File: config.mk
export PLATFORM = sky130hd
export DESIGN_NAME = uf_ram
export DESIGN_NICKNAME = d
export VERILOG_FILES = /design/src/rtl/uf_ram.sv
export SDC_FILE = /design/constraint.sdc
export NUM_CORES = 1
export LEC_CHECK = 0
export BUFFER_PORTS_ARGS = -buffer_cell sky130_fd_sc_hd__buf_2
export CORE_MARGIN = 5
export CORE_UTILIZATION = 43
export DETAILED_ROUTE_END_ITERATION = 7
export HOLD_SLACK_MARGIN = 0.15
export SKIP_CTS_REPAIR_TIMING = 1
export SLEW_MARGIN = 20
export SYNTH_ARGS = -nofsm -noshare
export SYNTH_HDL_FRONTEND = slang
export SYNTH_SLANG_ARGS = --single-unit
export TNS_END_PERCENT = 50
File: constraint.sdc
create_clock -name clk -period 4 [get_ports clk]
set_input_delay 0.2 -clock clk [delete_from_list [all_inputs] [get_ports clk]]
set_output_delay 0.2 -clock clk [all_outputs]
set_load 0.1 [all_outputs]
File: src/rtl/uf_ram.sv
// Generic single-write, single-read RAM with registered read data.
module uf_ram #(
    parameter int WIDTH = 8,
    parameter int DEPTH = 16,
    localparam int AddrW = (DEPTH > 1) ? $clog2(DEPTH) : 1
) (
    input  logic             clk,
    input  logic             wr_en,
    input  logic [AddrW-1:0] wr_addr,
    input  logic [WIDTH-1:0] wr_data,
    input  logic [AddrW-1:0] rd_addr,
    output logic [WIDTH-1:0] rd_data
);

    logic [WIDTH-1:0] mem [DEPTH];

    always_ff @(posedge clk)
    begin
        if (wr_en)
        begin
            mem[wr_addr] <= wr_data;
        end
        rd_data <= mem[rd_addr];
    end

endmodule

==> results.yml, run 1 <==
placement:
  place_ws_ps: 1650
  port_buffers: 25
  placed_cell_area_um2: 5400
  place_congestion: 0.697
  hpwlAfterDp_um: 6300
floorplan:
  io_pins: 26
  die_area_um2: 14300
  core_um2: 11900
  die_h_um: 119
  chipWidth_um: 119
  rows: 40
  start_util: 0.434
yosys:
  synth-simple-area-share: 0.0318
  synth_xor_area_frac: 0
  synth.net_count: 247
  netlist_area_um2: 5150
  synth_seq_area_share: 0.778
  synth_compound_area_frac: 0.0233
  ys_ff_latch: 136
  synthAdderAreaFrac: 0
  synthCells: 229
  syn_area_per_cell_um2: 22.5
  ys_warn_count: 0
  synth.area.mux_share: 0.150
  synth_cell_types: 19
  synth_top_family_by_area: "multiplexers"
timing:
  slew_violations: 0
  hold_viol: 0
  setup_violations: 0
  fin_ws_ps: 2450
  rsz0062_at_grt: "false"
  fin_crit_sh: 0.387
  fin_setup_tns_ps: 0
  relSlewSlack: 0.310
  clock_skew_ps: 4.91
  max_freq_mhz: 646
  max_slew.worst_pin.slew_ps: 1030
  layout_min_cycle_time_ps: 1550
final_layout:
  final_net_count: 284
  drive_above_1_share: 0.283
  final_cell_area_um2: 5970
  area_delta_synth_final_pct: 15.9
  diodes: 0
detailed_routing:
  wl_met1_um: 4760
  drtIter0Drc: 256
  wl_um: 10300
  wl_met3_um: 580
  drc: 0
  wl_per_cell_um: 24.1
  antenna_left: 0
  num_vias: 2403
  firstDrtPassIters: 4
  met2_length_um: 4770
  routed.top_layer: "met4"
  vias_per_cell: 5.64
setup_path:
  critical_path.top_delay_family: "multiplexers"
  crit_buf_inv: 1
  crit_type: "in -> reg"
  required_ps: 4290
  path_cells: "buf_4 -> mux4_1 -> a22oi_1 -> nand2_1"
  cpPeakStageDelay_ps: 630
  end_kind: "register"
  worstPathArrival_ps: 1830
  start_kind: "input pin"
  cp_max_fo: 32
  crit_slowest_cell: "mux4_1"
global_route:
  grt-ovfl-total: 0
  grt_max_degree: 33
  grt_pass1_wl_um: 15500
  grt_pass1_vias: 2476
  antenna_found_initial: 0
  grt.total_usage: 0.153
power:
  total_power_mw: 3.29
  leakagePower_nw: 1.97
  cellPowerDensity_nw_per_um2: 552
  vdd_ir_drop_max_v: 0.000208
clocking:
  insertion_delay_ps: 410
  cts_tree: "built"
  clkTransAtPathRegs_ps: 60
  cts_buffers: 17
  clk_root_buffer_cell: "clkbuf_16"
  clock-sinks: 136
  cts_buffer_depth: 2
  h-tree-depth: 4
min_path:
  min_path_type: "in -> reg"
job:
  maxCapViolCount: 0
run_status:
  status: "complete, no violations"
synth_stat cells:
| master | count | area (µm²) |
|---|---|---|
| nor3_1 | 4 | 20.0 |
| edfxtp_1 | 128 | 3840 |
| nand3_1 | 1 | 5.00 |
| buf_6 | 3 | 33.8 |
| buf_2 | 3 | 15.0 |
| mux4_1 | 14 | 368 |
| nor2b_1 | 1 | 6.26 |
| or3b_2 | 1 | 8.76 |
| mux4_2 | 18 | 405 |
| nand2b_1 | 2 | 12.5 |
| nand3b_1 | 2 | 15.0 |
| buf_4 | 1 | 7.51 |
| clkdlybuf4s25_2 | 3 | 30.0 |
| nand2_1 | 9 | 33.8 |
| dfxtp_1 | 8 | 160 |
| nor2_1 | 13 | 48.8 |
| and2b_1 | 1 | 7.51 |
| a22oi_1 | 16 | 120 |
| and2_1 | 1 | 6.26 |
sequential cells by signal, indices dropped and copies added, names as in the netlist:
name and flops:
mem 128, rd_data 8
layout by cell type (no fill, tap or decap), types with 2 or more instances in the layout:
master	instances
clkbuf_16	17
mux4_1	14
nor3_1	3
nand2_1	9
clkinvlp_4	6
nand3b_1	2
buf_2	24
nand2b_1	2
dfxtp_1	8
edfxtp_1	128
a22oi_1	16
inv_6	5
buf_4	4
mux4_2	18
nor2_1	13
final timing paths:
check	startpoint	endpoint	slack, ps	depth (start not counted)
worst min register to register	mem[15][2]	rd_data[2]	670	3
worst max register to register	mem[1][0]	rd_data[0]	2530	3
worst min-delay path	wr_data[6]	mem[1][6]	180	1
worst max-delay path	rd_addr[0]	rd_data[0]	2450	4
power breakdown:
group          total [mW]  switching [mW]  internal (mW)
registers            1.60          0.0106           1.59
logic               0.210           0.153         0.0574
clock network        1.48           0.612          0.866
total                3.29           0.775           2.52
worst reg2reg max path, stage by stage, from the launching register on:
cell	delay (ps)
edfxtp_1	360
mux4_1	500
a22oi_1	400
nand2_1	100
metal layers:
layer,vias to the layer above,GRT usage
li1,1050,-
met3,15,0.0389
met2,81,0.225
met5,-,0
met1,1257,0.225
met4,0,0.0515
metrics by stage:
stage | util | hold slack [ps] | instances
2_1_floorplan | - | 299 | 229
3_3_place_gp | 0.455 | 589 | 394
3_5_place_dp | 0.455 | 598 | 394
4_1_cts | 0.503 | 163 | 426
5_1_grt | 0.503 | 179 | 426
6_report | 0.503 | 178 | 426
final cells by class:
type,count,area [µm²]
Fill cell,957,5890
Sequential cell,136,4000
Multi-Input combinational cell,83,1060
Clock buffer,17,425
Tap cell,147,184
Timing Repair Buffer,28,150
Clock inverter,15,143
logic make-up after synthesis:
group	count (synthesis)
AO/OA/AOI/OAI	16
AND/OR/NAND/NOR	35
multiplexers	32
buffers and inverters	10
flip-flops	136
Power figures use the tool's default switching activity.
==> run 2, diff against run 1 <==
- clock period: 4 -> 1.5 ns (I/O delays scaled with it)
==> run 2 against run 1 <==
Final area increased by 3.7%. First-iteration DRC count decreased by 25%. Routed wire length decreased by 8.5%. Via count increased by 0.87%. Clock power increased to 2.5 times the previous value.
==> results.yml, run 2 (synthesis results as in run 1) <==
run_status:
  status: "complete, no violations"
final_layout:
  reg_top3: "mem (128), rd_data (8)"
  layout_common_cells: "edfxtp_1 (128), buf_2 (25), buf_4 (20)"
  utilization: 0.522
  top_register: "mem"
  diodes: 0
  final_net_count: 311
  final_common_cell: "edfxtp_1"
  fin_cells: 453
  drive_above_1_share: 0.314
  area_delta_synth_final_pct: 20.2
  largest_reg_flops: 128
power:
  vdd_ir_drop_max_v: 0.000682
  leakagePower_nw: 2.13
  cellPowerDensity_nw_per_um2: 1390
detailed_routing:
  wl_um: 9380
  firstDrtPassIters: 4
  num_vias: 2424
  drc: 0
  drtIter0Drc: 192
  wl_met3_um: 362
  wl_per_cell_um: 20.7
  vias_per_cell: 5.35
  wl_met1_um: 4110
  antenna_left: 0
  met2_length_um: 4780
  routed.top_layer: "met4"
clocking:
  clkTransAtPathRegs_ps: 50
  cts_tree: "built"
  clk_root_buffer_cell: "clkbuf_16"
  clock-sinks: 136
  insertion_delay_ps: 400
  cts_buffers: 17
  cts_buffer_depth: 2
  h-tree-depth: 4
floorplan:
  die_area_um2: 14300
  rows: 40
  chipWidth_um: 119
  start_util: 0.434
  io_pins: 26
  core_um2: 11900
  die_h_um: 119
setup_path:
  crit_type: "reg -> reg"
  worstReg2RegStart: "mem[1][5]"
  end_kind: "register"
  r2r_end: "rd_data[5]"
  start_kind: "register"
  cp_max_fo: 1
  worstRegToRegCells: 3
  required_ps: 1770
  worstPathArrival_ps: 1620
  r2r_slack_ps: 150
timing:
  max_slew.worst_pin.slew_ps: 748
  max_freq_mhz: 740
  slew_violations: 0
  layout_min_cycle_time_ps: 1350
  setup_violations: 0
  relSlewSlack: 0.500
  hold_viol: 0
  fin_crit_sh: 0.901
  rsz0062_at_grt: "false"
  clock_skew_ps: 6.17
global_route:
  grt_pass1_vias: 2566
  grt_pass1_wl_um: 14600
  grt_max_degree: 21
  grt.total_usage: 0.144
  antenna_found_initial: 0
  grt-ovfl-total: 0
placement:
  hpwlAfterDp_um: 6030
  place_congestion: 0.703
  port_buffers: 25
  dpl.cell_count: 413
min_path:
  min_path_type: "in -> reg"
  hp-start: "wr_addr[1]"
  hold_path_depth: 3
  hold_end: "mem[0][4]"
job:
  maxCapViolCount: 0
## run 2: critical path, stage by stage (launching register included)
cell	delay, ps
edfxtp_1	350
mux4_1	510
a22oi_1	230
nand2_1	130
## run 2: area by class of cell
cell class / instances / area (µm²)
clock buffers: 22 / 464
multi-input cells: 83 / 1060
fillers: 907 / 5670
flip-flops and latches: 136 / 4000
repair buffers: 55 / 395
clock inverters: 10 / 77.6
well taps: 147 / 184
## run 2: layer usage
| metal | track usage | vias up |
|---|---|---|
| li1 | - | 1100 |
| met2 | 0.229 | 54 |
| met1 | 0.190 | 1261 |
| met3 | 0.0389 | 9 |
| met4 | 0.0580 | 0 |
| met5 | 0 | - |
## run 2: per-stage QoR
stage | power (mW) | setup WS, ps | hold slack (ps) | TNS (ps) | area (µm²)
finish | 8.61 | 148 | 231 | 0 | 6190
global route | 8.91 | 45.7 | 241 | 0 | 6190
CTS | 8.68 | 94.8 | 43.0 | 0 | 6110
detailed placement | 4.94 | -76.3 | 469 | -157 | 5570
global placement | 4.93 | -72.3 | 462 | -144 | 5570
floorplan | 4.75 | 159 | 174 | 0 | 5150
## run 2: worst max path at each step
stage	from	slack (ps)	to	cells past startpoint
global placement	rd_addr[0]	-70	rd_data[4]	6
global route	mem[1][5]	50	rd_data[5]	3
floorplan	wr_addr[2]	160	mem[3][0]	2
detailed placement	rd_addr[0]	-80	rd_data[4]	6
finish	mem[1][5]	150	rd_data[5]	3
CTS	mem[1][5]	90	rd_data[5]	3
## run 2: where the power goes
group	internal, mW	total (mW)	switching (mW)	leakage [nW]
clock network	2.34	3.75	1.41	0.273
registers	4.25	4.27	0.0236	1.22
logic	0.189	0.587	0.398	0.629
